File: config.mk
export PLATFORM = sky130hd
export DESIGN_NAME = token_ring_node_controller_unit
export DESIGN_NICKNAME = d
export VERILOG_FILES = /design/src/rtl/core/trnc_pkg.sv /design/src/rtl/core/token_ring_node_controller_unit.sv /design/src/rtl/core/trnc_ctrl.sv /design/src/rtl/core/trnc_dp.sv
export SDC_FILE = /design/constraint.sdc
export NUM_CORES = 1
export LEC_CHECK = 0
export BUFFER_PORTS_ARGS = -buffer_cell sky130_fd_sc_hd__buf_4
export CAP_MARGIN = 20
export CORE_MARGIN = 4
export CORE_UTILIZATION = 45
export CTS_BUF_LIST = sky130_fd_sc_hd__clkbuf_16
export DETAILED_ROUTE_END_ITERATION = 8
export REMOVE_ABC_BUFFERS = 1
export SLEW_MARGIN = 10
export SYNTH_ARGS = -nofsm -noshare
export SYNTH_HDL_FRONTEND = slang
export SYNTH_HIERARCHICAL = 1
export SYNTH_SLANG_ARGS = --single-unit
File: constraint.sdc
create_clock -name clock -period 10.8 [get_ports clock]
set_clock_uncertainty 0.2 [all_clocks]
set_input_delay 2.16 -clock clock [delete_from_list [all_inputs] [get_ports clock]]
set_output_delay 2.16 -clock clock [all_outputs]
set_load 0.1 [all_outputs]
File: src/rtl/core/trnc_pkg.sv
// Shared types, constants and helpers of the token ring node controller.
// No dependencies; imported by every module of the block.
package trnc_pkg;

   localparam int POSITION_SLOTS_DEF  = 8;
   localparam int SENDER_SLOTS_DEF    = 5;
   localparam int MAX_FRAME_BYTES_DEF = 50;

   localparam int LEN_W = 6;
   localparam int IDX_W = 4;
   localparam int TOK_W = 16;

   localparam logic [7:0] CH_AT     = 8'h40;
   localparam logic [7:0] CH_DOLLAR = 8'h24;
   localparam logic [7:0] CH_HASH   = 8'h23;
   localparam logic [7:0] CH_ZERO   = 8'h30;
   localparam logic [7:0] CH_NINE   = 8'h39;
   localparam logic [7:0] EMPTY_POS = 8'd225;

   localparam logic [2:0]  NODE_ID_RST    = 3'd1;
   localparam logic [2:0]  NODE_COUNT_RST = 3'd5;
   localparam logic [15:0] RING_TO_RST    = 16'd1000;
   localparam logic [15:0] REPLY_TO_RST   = 16'd100;

   typedef enum logic [1:0] {
      OP_BYTE  = 2'd0,
      OP_TICK  = 2'd1,
      OP_WRITE = 2'd2,
      OP_READ  = 2'd3
   } op_type;

   typedef enum logic [1:0] {
      KIND_NONE = 2'd0,
      KIND_TX   = 2'd1,
      KIND_READ = 2'd2
   } kind_type;

   typedef enum logic [1:0] {
      PH_LISTEN = 2'd0,
      PH_FRAME  = 2'd1,
      PH_AWAIT  = 2'd2,
      PH_REPLY  = 2'd3
   } phase_type;

   typedef enum logic [1:0] {
      CSR_NODE_ID    = 2'd0,
      CSR_NODE_COUNT = 2'd1,
      CSR_RING_TO    = 2'd2,
      CSR_REPLY_TO   = 2'd3
   } csr_index_type;

   typedef struct packed {
      logic accept;
      logic do_byte;
      logic do_tick;
      logic do_write;
      logic do_read;
      logic do_end;
      logic do_pick;
      logic tx_start;
      logic tx_next;
      logic rsp_load;
   } dp_cmd_type;

   typedef struct packed {
      op_type op;
      logic   byte_end;
      logic   tick_send;
      logic   end_send;
      logic   out_free;
      logic   tx_final;
   } dp_status_type;

   typedef struct packed {
      logic [3:0] h;
      logic [3:0] t;
      logic [3:0] o;
   } dec_type;

   // Split a byte into decimal digits; tens by reciprocal multiply.
   function automatic dec_type dec_split(input logic [7:0] v);
      dec_type    r;
      logic [7:0] rem;
      logic [15:0] prod;
      logic [7:0] tens10;
      r.h    = (v >= 8'd200) ? 4'd2 : ((v >= 8'd100) ? 4'd1 : 4'd0);
      rem    = v - ((v >= 8'd200) ? 8'd200 : ((v >= 8'd100) ? 8'd100 : 8'd0));
      prod   = 16'(rem) * 16'd205;
      r.t    = 4'(prod >> 11);
      tens10 = 8'(r.t) * 8'd10;
      r.o    = 4'(rem - tens10);
      return r;
   endfunction

endpackage

File: src/rtl/core/token_ring_node_controller_unit.sv
// Token ring node controller: top level joining sequencer and datapath.
// Order: an accepted item is executed, then its single result is loaded into
// the result register; a byte that closes a frame passes a frame-end step first.
// An item that sends a frame instead picks the successor, then loads one frame byte
// per cycle while the result register is free (up to 37 bytes); the next item is taken
// once the last result is loaded, so items are handled one at a time.
// Reset (synchronous, active high) clears state at once; no clearing pass.
module token_ring_node_controller_unit #(
   parameter int POSITION_SLOTS  = trnc_pkg::POSITION_SLOTS_DEF,
   parameter int SENDER_SLOTS    = trnc_pkg::SENDER_SLOTS_DEF,
   parameter int MAX_FRAME_BYTES = trnc_pkg::MAX_FRAME_BYTES_DEF
) (
   input  logic        clock,
   input  logic        reset,
   // configuration writes, always taken
   input  logic        csr_valid,
   output logic        csr_ready,
   input  logic [1:0]  csr_index,
   input  logic [15:0] csr_data,
   // input items
   input  logic        req_valid,
   output logic        req_ready,
   input  logic [1:0]  req_operation,
   input  logic [7:0]  req_rx_byte,
   input  logic [2:0]  req_slot,
   input  logic [2:0]  req_sender_select,
   input  logic [7:0]  req_position_value,
   // result items
   output logic        rsp_valid,
   input  logic        rsp_ready,
   output logic [1:0]  rsp_result_kind,
   output logic [7:0]  rsp_tx_byte,
   output logic [7:0]  rsp_read_value,
   output logic        rsp_startup_expired,
   output logic        rsp_last
);
   import trnc_pkg::*;

   dp_cmd_type    cmd;
   dp_status_type st;

   // registers accept a write in any cycle
   assign csr_ready = 1'b1;

   // sequencer: one item at a time, paces frame bytes into the result register
   trnc_ctrl u_ctrl (
      .clock     (clock),
      .reset     (reset),
      .req_valid (req_valid),
      .req_ready (req_ready),
      .st        (st),
      .cmd       (cmd)
   );

   // datapath: parser, position stores, timers, frame generator, result register
   trnc_dp #(
      .POSITION_SLOTS  (POSITION_SLOTS),
      .SENDER_SLOTS    (SENDER_SLOTS),
      .MAX_FRAME_BYTES (MAX_FRAME_BYTES)
   ) u_dp (
      .clock               (clock),
      .reset               (reset),
      .csr_valid           (csr_valid),
      .csr_index           (csr_index),
      .csr_data            (csr_data),
      .req_operation       (req_operation),
      .req_rx_byte         (req_rx_byte),
      .req_slot            (req_slot),
      .req_sender_select   (req_sender_select),
      .req_position_value  (req_position_value),
      .rsp_ready           (rsp_ready),
      .rsp_valid           (rsp_valid),
      .rsp_result_kind     (rsp_result_kind),
      .rsp_tx_byte         (rsp_tx_byte),
      .rsp_read_value      (rsp_read_value),
      .rsp_startup_expired (rsp_startup_expired),
      .rsp_last            (rsp_last),
      .cmd                 (cmd),
      .st                  (st)
   );

endmodule

File: src/rtl/core/trnc_ctrl.sv
// Sequencer of the token ring node controller: accepts items, issues
// datapath commands and paces frame transmission. Depends on trnc_pkg.
module trnc_ctrl (
   input  logic                   clock,
   input  logic                   reset,
   input  logic                   req_valid,
   output logic                   req_ready,
   input  trnc_pkg::dp_status_type st,
   output trnc_pkg::dp_cmd_type   cmd
);
   import trnc_pkg::*;

   typedef enum logic [7:0] {
      S_IDLE    = 8'b00000001,
      S_EXEC    = 8'b00000010,
      S_END     = 8'b00000100,
      S_PICK    = 8'b00001000,
      S_TX_AT   = 8'b00010000,
      S_TX_BODY = 8'b00100000,
      S_RESP    = 8'b01000000
   } state_type;

   state_type state_ff, state_in;

   always_ff @(posedge clock) begin
      if (reset) begin
         state_ff <= S_IDLE;
      end else begin
         state_ff <= state_in;
      end
   end

   always_comb begin
      cmd       = '0;
      state_in  = state_ff;
      req_ready = 1'b0;
      case (state_ff)
         S_IDLE: begin
            req_ready  = 1'b1;
            cmd.accept = req_valid;
            if (req_valid) state_in = S_EXEC;
         end
         S_EXEC: begin
            case (st.op)
               OP_BYTE: begin
                  cmd.do_byte = 1'b1;
                  state_in    = st.byte_end ? S_END : S_RESP;
               end
               OP_TICK: begin
                  cmd.do_tick = 1'b1;
                  state_in    = st.tick_send ? S_PICK : S_RESP;
               end
               OP_WRITE: begin
                  cmd.do_write = 1'b1;
                  state_in     = S_RESP;
               end
               default: begin
                  cmd.do_read = 1'b1;
                  state_in    = S_RESP;
               end
            endcase
         end
         S_END: begin
            cmd.do_end = 1'b1;
            state_in   = st.end_send ? S_PICK : S_RESP;
         end
         S_PICK: begin
            cmd.do_pick = 1'b1;
            state_in    = S_TX_AT;
         end
         S_TX_AT: begin
            if (st.out_free) begin
               cmd.tx_start = 1'b1;
               state_in     = S_TX_BODY;
            end
         end
         S_TX_BODY: begin
            if (st.out_free) begin
               cmd.tx_next = 1'b1;
               if (st.tx_final) state_in = S_IDLE;
            end
         end
         S_RESP: begin
            if (st.out_free) begin
               cmd.rsp_load = 1'b1;
               state_in     = S_IDLE;
            end
         end
         default: state_in = S_IDLE;
      endcase
   end

   a_pick_then_tx: assert property (@(posedge clock) disable iff (reset)
      (state_ff == S_PICK) |=> (state_ff == S_TX_AT))
      else $error("pick not followed by frame start");
   a_accept_idle: assert property (@(posedge clock) disable iff (reset)
      cmd.accept |=> (state_ff == S_EXEC))
      else $error("accepted item not executed");
   a_end_after_byte: assert property (@(posedge clock) disable iff (reset)
      (state_ff == S_END) |-> ($past(state_ff) == S_EXEC && $past(st.op) == OP_BYTE))
      else $error("frame end without byte");

endmodule

File: src/rtl/core/trnc_dp.sv
// Datapath of the token ring node controller: registers, frame parser,
// position stores, timers, frame byte generator and result register. Uses trnc_pkg.
module trnc_dp #(
   parameter int POSITION_SLOTS  = trnc_pkg::POSITION_SLOTS_DEF,
   parameter int SENDER_SLOTS    = trnc_pkg::SENDER_SLOTS_DEF,
   parameter int MAX_FRAME_BYTES = trnc_pkg::MAX_FRAME_BYTES_DEF
) (
   input  logic                    clock,
   input  logic                    reset,
   input  logic                    csr_valid,
   input  logic [1:0]              csr_index,
   input  logic [15:0]             csr_data,
   input  logic [1:0]              req_operation,
   input  logic [7:0]              req_rx_byte,
   input  logic [2:0]              req_slot,
   input  logic [2:0]              req_sender_select,
   input  logic [7:0]              req_position_value,
   input  logic                    rsp_ready,
   output logic                    rsp_valid,
   output logic [1:0]              rsp_result_kind,
   output logic [7:0]              rsp_tx_byte,
   output logic [7:0]              rsp_read_value,
   output logic                    rsp_startup_expired,
   output logic                    rsp_last,
   input  trnc_pkg::dp_cmd_type    cmd,
   output trnc_pkg::dp_status_type st
);
   import trnc_pkg::*;

   localparam int MEM_DEPTH = SENDER_SLOTS * POSITION_SLOTS;
   localparam int AW = (MEM_DEPTH > 1) ? $clog2(MEM_DEPTH) : 1;
   localparam int OW = (POSITION_SLOTS > 1) ? $clog2(POSITION_SLOTS) : 1;
   localparam int EW = $clog2(POSITION_SLOTS + 2);

   // configuration
   logic [2:0]  node_id_ff, node_count_ff;
   logic [15:0] ring_to_ff, reply_to_ff;
   // latched item
   op_type      op_ff;
   logic [7:0]  rx_ff, val_ff;
   logic [2:0]  slot_ff, sel_ff;
   // ring state
   phase_type   phase_ff;
   logic [2:0]  successor_ff;
   logic [IDX_W-1:0] tidx_ff;
   logic [TOK_W-1:0] acc_ff, sender_ff, fsucc_ff;
   logic [LEN_W-1:0] len_ff;
   logic [15:0] ring_cd_ff, reply_cd_ff;
   logic        startup_ff;
   logic [7:0]  own_ff [POSITION_SLOTS];
   logic [7:0]  mem [MEM_DEPTH];
   logic [MEM_DEPTH-1:0] filled_ff;
   logic [7:0]  rd_data_ff;
   logic        rd_ok_ff, rd_fill_ff;
   // frame generator
   logic [EW-1:0] e_ff;
   logic [1:0]  d_ff;
   // result register
   logic        out_valid_ff;
   logic [1:0]  out_kind_ff;
   logic [7:0]  out_tx_ff, out_rd_ff;
   logic        out_start_ff, out_last_ff;

   always_ff @(posedge clock) begin
      if (reset) begin
         node_id_ff    <= NODE_ID_RST;
         node_count_ff <= NODE_COUNT_RST;
         ring_to_ff    <= RING_TO_RST;
         reply_to_ff   <= REPLY_TO_RST;
      end else if (csr_valid) begin
         case (csr_index)
            CSR_NODE_ID:    node_id_ff    <= csr_data[2:0];
            CSR_NODE_COUNT: node_count_ff <= csr_data[2:0];
            CSR_RING_TO:    ring_to_ff    <= csr_data;
            default:        reply_to_ff   <= csr_data;
         endcase
      end
   end

   always_ff @(posedge clock) begin
      if (cmd.accept) begin
         op_ff   <= op_type'(req_operation);
         rx_ff   <= req_rx_byte;
         slot_ff <= req_slot;
         sel_ff  <= req_sender_select;
         val_ff  <= req_position_value;
      end
   end

   // parser decode
   logic             in_frame, is_digit, empty, named, fin_en, store_ok;
   logic [LEN_W-1:0] len_inc;
   logic [IDX_W-1:0] tidx_inc;
   logic [TOK_W-1:0] fsucc_after;
   logic [AW-1:0]    wr_addr, rd_addr;
   logic [2:0]       pick_s;

   always_comb begin
      in_frame    = (phase_ff == PH_FRAME) || (phase_ff == PH_REPLY);
      is_digit    = (rx_ff >= CH_ZERO) && (rx_ff <= CH_NINE);
      len_inc     = len_ff + LEN_W'(1);
      tidx_inc    = (tidx_ff < IDX_W'(15)) ? tidx_ff + IDX_W'(1) : tidx_ff;
      empty       = (len_ff == '0);
      fsucc_after = (tidx_ff == IDX_W'(1)) ? acc_ff : fsucc_ff;
      named       = !empty && (tidx_inc >= IDX_W'(2)) && (fsucc_after == TOK_W'(node_id_ff));
      fin_en      = (cmd.do_byte && in_frame && rx_ff == CH_HASH) || (cmd.do_end && !empty);
      store_ok    = (tidx_ff >= IDX_W'(2)) && (tidx_ff < IDX_W'(15)) &&
                    (int'(tidx_ff) - 2 < POSITION_SLOTS) &&
                    (sender_ff >= TOK_W'(1)) && (int'(sender_ff) <= SENDER_SLOTS);
      wr_addr     = AW'((int'(sender_ff) - 1) * POSITION_SLOTS + int'(tidx_ff) - 2);
      rd_addr     = AW'((int'(sel_ff) - 1) * POSITION_SLOTS + int'(slot_ff));
      // next successor: step round the ring, skip self
      pick_s = successor_ff + 3'd1;
      if (node_count_ff == 3'd2 || node_id_ff == node_count_ff) begin
         if (pick_s >= node_count_ff) pick_s = 3'd1;
      end else if (pick_s > node_count_ff) begin
         pick_s = 3'd1;
      end
      if (pick_s == node_id_ff) pick_s = pick_s + 3'd1;
   end

   always_ff @(posedge clock) begin
      if (reset) begin
         phase_ff     <= PH_LISTEN;
         successor_ff <= NODE_ID_RST;
         tidx_ff      <= '0;
         acc_ff       <= '0;
         sender_ff    <= '0;
         fsucc_ff     <= '0;
         len_ff       <= '0;
         ring_cd_ff   <= RING_TO_RST;
         reply_cd_ff  <= '0;
         startup_ff   <= 1'b0;
      end else begin
         if (cmd.do_pick) begin
            successor_ff <= pick_s;
            tidx_ff      <= '0;
            acc_ff       <= '0;
            sender_ff    <= '0;
            fsucc_ff     <= '0;
            len_ff       <= '0;
            reply_cd_ff  <= reply_to_ff;
            phase_ff     <= PH_AWAIT;
         end else if (cmd.do_byte) begin
            if (!in_frame) begin
               if (rx_ff == CH_AT) begin
                  tidx_ff   <= '0;
                  acc_ff    <= '0;
                  sender_ff <= '0;
                  fsucc_ff  <= '0;
                  len_ff    <= '0;
                  phase_ff  <= (phase_ff == PH_LISTEN) ? PH_FRAME : PH_REPLY;
               end
            end else if (rx_ff != CH_DOLLAR) begin
               len_ff <= len_inc;
               if (is_digit) begin
                  acc_ff <= (acc_ff << 3) + (acc_ff << 1) + TOK_W'(rx_ff - CH_ZERO);
               end
            end
         end else if (cmd.do_end) begin
            if (phase_ff == PH_FRAME) begin
               phase_ff <= PH_LISTEN;
               if (named) successor_ff <= node_id_ff;
            end else if (named || empty) begin
               if (named) successor_ff <= node_id_ff;
            end else begin
               phase_ff   <= PH_LISTEN;
               ring_cd_ff <= ring_to_ff;
            end
         end else if (cmd.do_tick) begin
            if (phase_ff == PH_LISTEN || phase_ff == PH_FRAME) begin
               if (ring_cd_ff > 16'd1) begin
                  ring_cd_ff <= ring_cd_ff - 16'd1;
               end else begin
                  ring_cd_ff <= '0;
                  startup_ff <= 1'b1;
               end
            end else if (reply_cd_ff > 16'd1) begin
               reply_cd_ff <= reply_cd_ff - 16'd1;
            end else begin
               reply_cd_ff <= '0;
            end
         end
         // close the current token
         if (fin_en) begin
            if (tidx_ff == IDX_W'(0)) sender_ff <= acc_ff;
            if (tidx_ff == IDX_W'(1)) fsucc_ff <= acc_ff;
            tidx_ff <= tidx_inc;
            acc_ff  <= '0;
         end
      end
   end

   always_ff @(posedge clock) begin
      if (reset) begin
         filled_ff <= '0;
      end else if (fin_en && store_ok) begin
         filled_ff[wr_addr] <= 1'b1;
      end
   end

   always_ff @(posedge clock) begin
      if (fin_en && store_ok) mem[wr_addr] <= acc_ff[7:0];
      if (cmd.do_read) begin
         rd_data_ff <= mem[rd_addr];
         rd_fill_ff <= filled_ff[rd_addr];
         rd_ok_ff   <= (int'(slot_ff) < POSITION_SLOTS) && (sel_ff >= 3'd1) &&
                       (int'(sel_ff) <= SENDER_SLOTS);
      end
   end

   // frame generator: element e, digit step d (3 = separator)
   logic [7:0]    ev, tx_b;
   logic [OW-1:0] own_idx;
   logic [1:0]    d_next;
   logic          sep, final_b;
   dec_type       dg;

   always_comb begin
      own_idx = OW'(e_ff - EW'(2));
      if (e_ff == EW'(0))      ev = 8'(node_id_ff);
      else if (e_ff == EW'(1)) ev = 8'(successor_ff);
      else                     ev = own_ff[own_idx];
      dg      = dec_split(ev);
      sep     = (d_ff == 2'd3);
      final_b = sep && (e_ff == EW'(POSITION_SLOTS + 1));
      d_next  = d_ff + 2'd1;
      tx_b    = CH_HASH;
      case (d_ff)
         2'd0: begin
            if (ev >= 8'd100) begin
               tx_b   = CH_ZERO + 8'(dg.h);
               d_next = 2'd1;
            end else if (ev >= 8'd10) begin
               tx_b   = CH_ZERO + 8'(dg.t);
               d_next = 2'd2;
            end else begin
               tx_b   = CH_ZERO + 8'(dg.o);
               d_next = 2'd3;
            end
         end
         2'd1: tx_b = CH_ZERO + 8'(dg.t);
         2'd2: tx_b = CH_ZERO + 8'(dg.o);
         default: begin
            tx_b   = final_b ? CH_DOLLAR : CH_HASH;
            d_next = 2'd0;
         end
      endcase
   end

   always_ff @(posedge clock) begin
      if (cmd.tx_start) begin
         e_ff <= '0;
         d_ff <= 2'd0;
      end else if (cmd.tx_next) begin
         d_ff <= d_next;
         if (sep) e_ff <= e_ff + EW'(1);
      end
   end

   always_ff @(posedge clock) begin
      if (reset) begin
         for (int i = 0; i < POSITION_SLOTS; i++) own_ff[i] <= EMPTY_POS;
      end else begin
         for (int i = 0; i < POSITION_SLOTS; i++) begin
            if (cmd.do_write && int'(slot_ff) == i) own_ff[i] <= val_ff;
            if (cmd.tx_next && sep && e_ff >= EW'(2) && int'(own_idx) == i) begin
               own_ff[i] <= EMPTY_POS;
            end
         end
      end
   end

   // result register
   always_ff @(posedge clock) begin
      if (reset) begin
         out_valid_ff <= 1'b0;
      end else if (cmd.tx_start || cmd.tx_next || cmd.rsp_load) begin
         out_valid_ff <= 1'b1;
      end else if (rsp_ready) begin
         out_valid_ff <= 1'b0;
      end
   end

   always_ff @(posedge clock) begin
      if (cmd.tx_start || cmd.tx_next) begin
         out_kind_ff  <= KIND_TX;
         out_tx_ff    <= cmd.tx_start ? CH_AT : tx_b;
         out_rd_ff    <= '0;
         out_start_ff <= startup_ff;
         out_last_ff  <= cmd.tx_next && final_b;
      end else if (cmd.rsp_load) begin
         out_kind_ff  <= (op_ff == OP_READ) ? KIND_READ : KIND_NONE;
         out_tx_ff    <= '0;
         out_rd_ff    <= (op_ff != OP_READ || !rd_ok_ff) ? 8'd0 :
                         (rd_fill_ff ? rd_data_ff : EMPTY_POS);
         out_start_ff <= startup_ff;
         out_last_ff  <= 1'b1;
      end
   end

   assign rsp_valid           = out_valid_ff;
   assign rsp_result_kind     = out_kind_ff;
   assign rsp_tx_byte         = out_tx_ff;
   assign rsp_read_value      = out_rd_ff;
   assign rsp_startup_expired = out_start_ff;
   assign rsp_last            = out_last_ff;

   always_comb begin
      st.op        = op_ff;
      st.byte_end  = in_frame && ((rx_ff == CH_DOLLAR) ||
                     (len_inc >= LEN_W'(MAX_FRAME_BYTES - 1)));
      st.tick_send = (phase_ff == PH_LISTEN || phase_ff == PH_FRAME) ?
                     (ring_cd_ff <= 16'd1) : (reply_cd_ff <= 16'd1);
      st.end_send  = (phase_ff == PH_FRAME) ? named : (named || empty);
      st.out_free  = !out_valid_ff || rsp_ready;
      st.tx_final  = final_b;
   end

   a_load_free: assert property (@(posedge clock) disable iff (reset)
      (cmd.tx_start || cmd.tx_next || cmd.rsp_load) |-> (!out_valid_ff || rsp_ready))
      else $error("result register overwritten");
   a_pick_await: assert property (@(posedge clock) disable iff (reset)
      cmd.do_pick |=> (phase_ff == PH_AWAIT))
      else $error("send did not enter reply wait");
   a_final_last: assert property (@(posedge clock) disable iff (reset)
      (cmd.tx_next && final_b) |=> (out_last_ff && out_tx_ff == CH_DOLLAR))
      else $error("frame end not marked last");

endmodule
==> results of run 1 <==
-- layout by cell type (no fill, tap or decap), drive strengths merged, types with 20 or more instances in the layout --
master  count
nor2      179
buf        94
xnor2      47
nand2b     48
xor2       23
clkinv     27
inv       129
mux4      119
and2       39
a211oi     20
nor2b      22
fa         26
or3        20
clkbuf     68
ha         96
o21ai      46
edfxtp    427
nand2     169
nand3      82
dfxtp     198
a22oi      24
o21a       41
a21oi     118
mux2i      31
nor3       58
-- logic make-up (layout without fill, tap and decap cells) --
| family | count (synthesis) | in the layout | synth area share [%] |
|---|---|---|---|
| buffers and inverters | 214 | 321 | 3.03 |
| other | 2 | 2 | 0.0260 |
| and+or+nand+nor | 699 | 699 | 12.0 |
| xor gates and xnor gates | 70 | 70 | 2.12 |
| DFF | 625 | 625 | 58.2 |
| muxes | 157 | 157 | 10.6 |
| AOI/OAI and AO/OA | 353 | 353 | 8.08 |
| adders and majority gates | 122 | 122 | 5.97 |
-- layout make-up --
cell class	instances	area, µm²	share of cell area (%)
Tap cell	846	1060	3.29
Clock buffer	68	1700	5.28
Timing Repair Buffer	94	716	2.22
Sequential cell	625	16800	52.1
Multi-Input combinational cell	1403	11200	34.8
Inverter	105	394	1.22
Clock inverter	54	344	1.07
-- flip-flops by register name, summed over array words and instances (netlist names), 3 cells and up --
register / count
u_dp/val_ff: 8
u_dp/mem: 320
u_dp/slot_ff: 3
u_dp/rsp_read_value: 8
u_dp/rx_ff: 8
u_dp/ring_to_ff: 16
u_dp/rd_data_ff: 8
u_dp/reply_to_ff: 16
u_dp/own_ff: 64
u_ctrl/state_ff: 7
u_dp/e_ff: 4
u_dp/acc_ff: 16
u_dp/rsp_tx_byte: 7
u_dp/ring_cd_ff: 16
u_dp/node_id_ff: 3
u_dp/node_count_ff: 3
u_dp/tidx_ff: 4
u_dp/sender_ff: 16
u_dp/fsucc_ff: 16
u_dp/filled_ff: 40
u_dp/sel_ff: 3
u_dp/reply_cd_ff: 16
u_dp/len_ff: 6
u_dp/successor_ff: 3
-- worst paths after layout --
check	start	end	slack, ps	cells after the start
setup / recovery	u_dp/e_ff[1]	u_dp/rsp_tx_byte[3]	1340	31
setup reg to reg	u_dp/e_ff[1]	u_dp/rsp_tx_byte[3]	1340	31
hold reg to reg	u_dp/reply_to_ff[8]	u_dp/reply_to_ff[8]	260	2
hold / removal	u_dp/reply_to_ff[8]	u_dp/reply_to_ff[8]	260	2
-- layer usage --
layer | GRT usage (%) | part of all wire (%) | wire, µm
met1 | 28.6 | 44 | 30500
met2 | 33.0 | 48 | 32900
met3 | 3.40 | 6.1 | 4210
met4 | 5.06 | 1.8 | 1230
met5 | 0 | 0 | 0
-- where the power goes --
group / leakage (nW) / total [mW] / internal, mW / switching (mW)
clock: 1.09 / 2.14 / 1.22 / 0.923
sequential: 5.54 / 2.61 / 2.57 / 0.0376
combinational: 4.90 / 0.432 / 0.173 / 0.259
-- worst min-delay path, delay by kind of cell (launching register included) --
kind	cells	cell delay, ps
DFF	1	310
and+or+nand+nor	1	50
AOI/OAI and AO/OA	1	50
==> impl_metrics.env, run 1 <==
export IMPL_clk_pin_slew_ps=60
export IMPL_dpl_cell_area_um2=30100
export IMPL_finalCritPeriodShare_pct=87.6
export IMPL_hold_path_class="register to register"
export IMPL_io_pins=70
export IMPL_drtAntennaViolNets=0
export IMPL_maxCapViolCount=0
export IMPL_yosys_top_cells_count="edfxtp_1, dfxtp_1, nor2_1"
export IMPL_postCtsResizedCells=0
export IMPL_start_util_pct=45.6
export IMPL_clock_sinks=625
export IMPL_finalWorstSetupSlack_ps=1340
export IMPL_synth_cell_type_count=84
export IMPL_dieArea_um2=68200
export IMPL_ir_drop_v=0.0000834
export IMPL_insertion_delay_ps=600
export IMPL_rsz0062_at_grt="false"
export IMPL_antenna_found_initial=0
export IMPL_yosysWarnings=6
export IMPL_cpPeakStageDelay_ps=990
export IMPL_final_util_pct=50.9
export IMPL_cts_buffers=68
export IMPL_path_class="register to register"
export IMPL_fillers=5423
export IMPL_port_buffers=67
export IMPL_crit_buf_inv=4
export IMPL_drive_gt1_share_pct=14.3
export IMPL_syn_avg_cell_area_um2=12.9
export IMPL_fin_crit_ps=9460
export IMPL_drc=0
export IMPL_grt_pass1_vias=18200
export IMPL_cp_max_fo=23
export IMPL_synth_area_top_cells="edfxtp_1, dfxtp_1, mux4_2"
export IMPL_yosysTopAreaCell="edfxtp_1"
export IMPL_synth_cells=2242
export IMPL_worstMarginPinSlew_ps=1080
export IMPL_async_flop_share_pct=0
export IMPL_die_w_um=261
export IMPL_vias_per_cell=5.72
export IMPL_setup_violations=0
export IMPL_ys_seq_area_share_pct=58.2
export IMPL_grt_max_degree=95
export IMPL_totalWireLength_um=68800
export IMPL_leakagePower_nw=11.5
export IMPL_finalPower_mw=5.18
export IMPL_hold_slack_ps=256
export IMPL_fp_row_count=92
export IMPL_max_slew_margin_rel_pct=28.3
export IMPL_drtIter0Drc=1559
export IMPL_dp_final_hpwl_um=45300
export IMPL_firstDrtPassIters=5
export IMPL_max_freq_mhz=106
export IMPL_yosys_register_bits=625
export IMPL_ys_flop_type="edfxtp_1"
export IMPL_cts_hold_buf=0
export IMPL_grt_overflow_total=0
export IMPL_end_kind="register"
export IMPL_cts_tree="yes"
export IMPL_num_vias=18300
export IMPL_postCtsSetupBuffers=0
export IMPL_root_buffer="clkbuf_16"
export IMPL_required_ps=11000
export IMPL_htree_levels=3
export IMPL_syn_to_final_growth_pct=11.6
export IMPL_start_kind="register"
export IMPL_synth_edf_count=427
export IMPL_slowest_stage="ha_1"
export IMPL_worst_path_dominant_cell_family="adder cells"
export IMPL_fin_cells=3195
export IMPL_synth_area_um2=28900
export IMPL_cp_arrival_ps=9660
export IMPL_antenna_cells=0
export IMPL_fp_dieH_um=261
export IMPL_yosysMostFrequentCell="edfxtp_1"
export IMPL_synth_top_area_share_pct=44.4
export IMPL_power_per_cell_area_nw_per_um2=161
export IMPL_post_place_ws_ps=1410
export IMPL_wire_per_inst_um=21.5
export IMPL_grt_pass1_wl_um=107000
export IMPL_fin_nets=2466
export IMPL_final_setup_tns_ps=0
export IMPL_routabilityCongestion=0.843
export IMPL_status="finished, final reports clean"
export IMPL_clk_path_buf_depth=3
export IMPL_final_cell_area_um2=32200
export IMPL_dp_cells=3070
export IMPL_drv_slew=0
export IMPL_hold_viol=0
export IMPL_gr_usage_all_layers_pct=20.3
export IMPL_coreArea_um2=63300
No activity file was read; power rests on OpenSTA's default activity.
==> run 2: changes to the inputs <==
SETUP_SLACK_MARGIN = 0.5   (was default)
SYNTH_HIERARCHICAL = default   (was 1)
==> run 2 against run 1 <==
Compared with the run above:
- synthesized cell count up 0.80%
- sequential share of layout area down 0.16 points
- total power down 3.3%
- largest power group unchanged
- clock power up 5%
- area after synthesis down 0.26%
- sequential power down 2%
- worst hold slack worse by 0.87 ps
- global-route usage down 0.51 points
- non-clock buffer count up 2
==> impl_metrics.env, run 2 <==
export IMPL_cpPeakStageDelay_ps=790
export IMPL_clk_pin_slew_ps=60
export IMPL_yosysTopAreaCell="edfxtp_1"
export IMPL_startpoint="u_dp.e_ff[1]"
export IMPL_firstDrtPassIters=5
export IMPL_required_ps=10930
export IMPL_drive_gt1_share_pct=15.1
export IMPL_max_freq_mhz=106
export IMPL_grt_pass1_wl_um=105000
export IMPL_wire_per_inst_um=20.7
export IMPL_ys_seq_area_share_pct=58.3
export IMPL_ys_flop_type="edfxtp_1"
export IMPL_drtAntennaViolNets=0
export IMPL_holdCritStartpoint="u_dp.reply_to_ff[7]"
export IMPL_num_vias=18100
export IMPL_dp_final_hpwl_um=44400
export IMPL_clk_path_buf_depth=3
export IMPL_insertion_delay_ps=590
export IMPL_cts_hold_buf=0
export IMPL_setup_violations=0
export IMPL_hold_viol=0
export IMPL_synth_top_area_share_pct=44.5
export IMPL_layout_common_cells="edfxtp_1, nor2_1, dfxtp_1"
export IMPL_crit_buf_inv=3
export IMPL_fin_cells=3216
export IMPL_grt_overflow_total=0
export IMPL_async_flop_share_pct=0
export IMPL_final_common_cell="edfxtp_1"
export IMPL_yosysWarnings=0
export IMPL_dp_cells=3093
export IMPL_maxCapViolCount=0
export IMPL_clock_sinks=625
export IMPL_routabilityCongestion=0.836
export IMPL_dieArea_um2=68100
export IMPL_root_buffer="clkbuf_16"
export IMPL_fin_nets=2489
export IMPL_drtIter0Drc=1512
export IMPL_reg2reg_setup_slack_ps=1360
export IMPL_end_kind="register"
export IMPL_start_util_pct=45.5
export IMPL_synth_edf_count=427
export IMPL_htree_levels=3
export IMPL_vias_per_cell=5.62
export IMPL_slowest_stage="ha_1"
export IMPL_cts_tree="yes"
export IMPL_start_kind="register"
export IMPL_leakagePower_nw=10.8
export IMPL_grt_pass1_vias=18300
export IMPL_syn_to_final_growth_pct=12.3
export IMPL_synth_area_um2=28800
export IMPL_largest_reg_flops=320
export IMPL_reg_top3="u_dp.mem (320), u_dp.own_ff (64), u_dp.filled_ff (40)"
export IMPL_syn_avg_cell_area_um2=12.7
export IMPL_postCtsResizedCells=0
export IMPL_hold_path_class="register to register"
export IMPL_fin_crit_ps=9440
export IMPL_final_setup_tns_ps=0
export IMPL_io_pins=70
export IMPL_cp_arrival_ps=9570
export IMPL_path_class="register to register"
export IMPL_worstMarginPinSlew_ps=1070
export IMPL_synth_cells=2260
export IMPL_yosysMostFrequentCell="edfxtp_1"
export IMPL_r2r_start="u_dp.e_ff[1]"
export IMPL_ir_drop_v=0.000121
export IMPL_synth_cell_type_count=82
export IMPL_port_buffers=67
export IMPL_cts_buffers=69
export IMPL_fp_row_count=92
export IMPL_status="finished, final reports clean"
export IMPL_drc=0
export IMPL_yosys_top_cells_count="edfxtp_1, nor2_1, dfxtp_1"
export IMPL_postCtsSetupBuffers=0
export IMPL_max_slew_margin_rel_pct=28.3
export IMPL_fp_dieH_um=261
export IMPL_rsz0062_at_grt="false"
export IMPL_power_per_cell_area_nw_per_um2=155
export IMPL_die_w_um=261
export IMPL_totalWireLength_um=66700
export IMPL_regMostFlops="u_dp.mem"
export IMPL_synth_area_top_cells="edfxtp_1, dfxtp_1, mux4_2"
export IMPL_finalCritPeriodShare_pct=87.4
export IMPL_grt_max_degree=97
export IMPL_coreArea_um2=63200
export IMPL_worst_path_dominant_cell_family="adder cells"
export IMPL_drv_slew=0
export IMPL_yosys_register_bits=625
export IMPL_antenna_cells=0
export IMPL_cp_max_fo=24
export IMPL_antenna_found_initial=0
export IMPL_gr_usage_all_layers_pct=19.8
## run 2: cell families after synthesis
group                    count (synthesis)  share of synthesized area (%)
XOR/XNOR                                57                           1.73
buffers and inverters                  210                           2.80
AO/OA/AOI/OAI                          369                           8.27
AND/OR/NAND/NOR                        723                           12.3
adder cells (fa/ha/maj)                123                           6.02
flip-flops                             625                           58.3
other                                    2                         0.0261
multiplexers                           151                           10.5
## run 2: per-stage QoR
| step | util, % | setup slack (ps) | hold slack [ps] | cell area, µm² | power (mW) |
|---|---|---|---|---|---|
| after floorplan | - | 2070 | 209 | 28400 | 2.75 |
| after CTS | 51.1 | 1320 | 256 | 32300 | 5.07 |
| final | 51.1 | 1360 | 255 | 32300 | 5.01 |
| after global placement | 47.7 | 1560 | 235 | 30200 | 2.82 |
| after global routing | 51.1 | 840 | 278 | 32300 | 5.19 |
| after detailed placement | 47.7 | 1350 | 248 | 30200 | 2.82 |
## run 2: metal layers
metal  global-route usage (%)  wire length, µm
met5                        0                0
met4                     5.68             1400
met3                     2.74             2900
met2                     33.5            33100
met1                     26.8            29300
## run 2: tightest hold or removal path: stages (launching register included)
cell	delay, ps
dfxtp_1	310
nand2_1	50
a21oi_1	50
## run 2: layout make-up
type | count | area, µm²
Sequential cell | 625 | 16800
Clock inverter | 52 | 395
Fill cell | 5392 | 30900
Clock buffer | 70 | 1750
Inverter | 102 | 383
Timing Repair Buffer | 96 | 733
Multi-Input combinational cell | 1425 | 11200
Tap cell | 846 | 1060
## run 2: where the power goes
part	leakage (nW)	internal (mW)	switching, mW
combinational	4.79	0.0769	0.120
clock	1.12	1.32	0.923
sequential	4.85	2.55	0.0185
total	10.8	3.95	1.06
## run 2: path summary, 6_finish.rpt
check	end	cells past startpoint
hold / removal	u_dp.reply_to_ff[7]	2
setup / recovery	u_dp.rsp_tx_byte[3]	31
setup reg to reg	u_dp.rsp_tx_byte[3]	31
hold reg to reg	u_dp.reply_to_ff[7]	2
==> run 3: changes to the inputs <==
CORE_MARGIN = 1.5   (was 4)
CTS_CLUSTER_SIZE = 24   (was default)
==> run 3 against run 2 <==
Compared with the run above:
- largest cell class unchanged
- critical path type unchanged
- worst setup slack improved by 84 ps
- critical endpoint unchanged
- final cell count about the same
- critical path depth unchanged
- highest routed layer unchanged
==> impl_metrics.env, run 3 (synthesis gave the netlist of run 2 again) <==
export IMPL_topRoutingLayerUsed="met4"
export IMPL_insertion_delay_ps=610
export IMPL_drv_slew=0
export IMPL_drive_gt1_share_pct=15.0
export IMPL_cts_tree="yes"
export IMPL_status="finished, final reports clean"
export IMPL_worstMarginPinSlew_ps=1070
export IMPL_syn_to_final_growth_pct=12.3
export IMPL_grt_pass1_wl_um=106000
export IMPL_finalPower_mw=5.01
export IMPL_dp_final_hpwl_um=44200
export IMPL_postCtsResizedCells=0
export IMPL_switching_share_pct=21.8
export IMPL_clock_sinks=625
export IMPL_cts_buffers=69
export IMPL_end_kind="register"
export IMPL_required_ps=10940
export IMPL_regMostFlops="u_dp.mem"
export IMPL_wl_met1_um=29600
export IMPL_fp_dieH_um=256
export IMPL_wl_met2_um=33000
export IMPL_fin_nets=2489
export IMPL_hold_viol=0
export IMPL_cp_arrival_ps=9500
export IMPL_vias_per_cell=5.63
export IMPL_layout_common_cells="edfxtp_1, nor2_1, dfxtp_1"
export IMPL_coreArea_um2=63200
export IMPL_grt_max_degree=97
export IMPL_drtIter0Drc=1376
export IMPL_antenna_found_initial=0
export IMPL_largest_reg_flops=320
export IMPL_final_setup_tns_ps=0
export IMPL_port_buffers=67
export IMPL_htree_levels=3
export IMPL_reg_top3="u_dp.mem (320), u_dp.own_ff (64), u_dp.filled_ff (40)"
export IMPL_power_net_switching_mw=1.09
export IMPL_slowest_stage="ha_1"
export IMPL_maxCapViolCount=0
export IMPL_power_per_cell_area_nw_per_um2=155
export IMPL_max_freq_mhz=107
export IMPL_path_class="register to register"
export IMPL_comb_power_share_pct=4.0
export IMPL_rsz0062_at_grt="false"
export IMPL_io_pins=70
export IMPL_fin_cells=3218
export IMPL_hold_path_class="register to register"
export IMPL_finalCritPeriodShare_pct=86.7
export IMPL_wire_per_inst_um=20.9
export IMPL_max_slew_margin_rel_pct=27.8
export IMPL_ir_drop_v=0.000149
export IMPL_final_common_cell="edfxtp_1"
export IMPL_cpPeakStageDelay_ps=780
export IMPL_dpl_cell_area_um2=30200
export IMPL_final_util_pct=51.1
export IMPL_fillers=5439
export IMPL_firstDrtPassIters=5
export IMPL_cp_max_fo=24
export IMPL_routabilityCongestion=0.853
export IMPL_antenna_cells=0
export IMPL_fin_crit_ps=9360
export IMPL_cts_hold_buf=0
export IMPL_gr_usage_all_layers_pct=20.7
export IMPL_start_util_pct=45.5
export IMPL_start_kind="register"
export IMPL_grt_pass1_vias=18200
export IMPL_hold_slack_ps=258
export IMPL_finalWorstSetupSlack_ps=1440
export IMPL_clk_pin_slew_ps=60
export IMPL_clk_path_buf_depth=3
export IMPL_root_buffer="clkbuf_16"
export IMPL_post_place_ws_ps=1430
export IMPL_final_cell_area_um2=32300
export IMPL_postCtsSetupBuffers=0
export IMPL_power_share_clock_pct=44.7
export IMPL_dieArea_um2=65500
export IMPL_wl_met3_um=3080
export IMPL_grt_overflow_total=0
export IMPL_setup_violations=0
export IMPL_drtAntennaViolNets=0
export IMPL_intPower_mw=3.92
export IMPL_num_vias=18100
export IMPL_die_w_um=256
export IMPL_reg2reg_setup_slack_ps=1440
export IMPL_multi_input_area_um2=11200
export IMPL_dp_cells=3091
export IMPL_totalWireLength_um=67300
export IMPL_drc=0
export IMPL_seqPwrFrac_pct=51.3
export IMPL_leakagePower_nw=10.7
export IMPL_regArea_um2=16800
export IMPL_fp_row_count=92
run 3: critical path, delay by kind of cell (launching register included):
| family | cells | cell delay, ps |
|---|---|---|
| and+or+nand+nor | 1 | 420 |
| adders and majority gates | 10 | 4190 |
| muxes | 2 | 850 |
| xor gates and xnor gates | 5 | 960 |
| buffers and inverters | 3 | 350 |
| AOI/OAI and AO/OA | 10 | 1840 |
| DFF | 1 | 290 |
run 3: worst paths after layout:
| check | start | end | depth (start not counted) |
|---|---|---|---|
| min reg2reg | u_dp.rsp_read_value[3] | u_dp.rsp_read_value[3] | 2 |
| min | u_dp.rsp_read_value[3] | u_dp.rsp_read_value[3] | 2 |
| max reg2reg | u_dp.e_ff[1] | u_dp.rsp_tx_byte[3] | 31 |
| max | u_dp.e_ff[1] | u_dp.rsp_tx_byte[3] | 31 |
run 3: power groups by stage:
stage,registers (mW),logic (mW),clock network [mW]
6_report,2.57,0.199,2.24
3_5_place_dp,2.62,0.201,0
3_3_place_gp,2.62,0.198,0
2_1_floorplan,2.64,0.107,0
5_1_grt,2.57,0.218,2.38
4_1_cts,2.57,0.202,2.29
run 3: layout make-up:
class / instances / area share [%]
sequential: 625 / 52.0
multi-input combinational: 1425 / 34.7
clock buffer: 71 / 5.50
tap: 846 / 3.28
timing repair buffer: 96 / 2.26
inverter: 102 / 1.18
clock inverter: 53 / 1.13
run 3: per-layer routing:
layer,GRT usage [%],up-vias
met5,0,-
met3,3.18,114
li1,-,8506
met4,5.93,0
met2,34.8,421
met1,28.0,9088
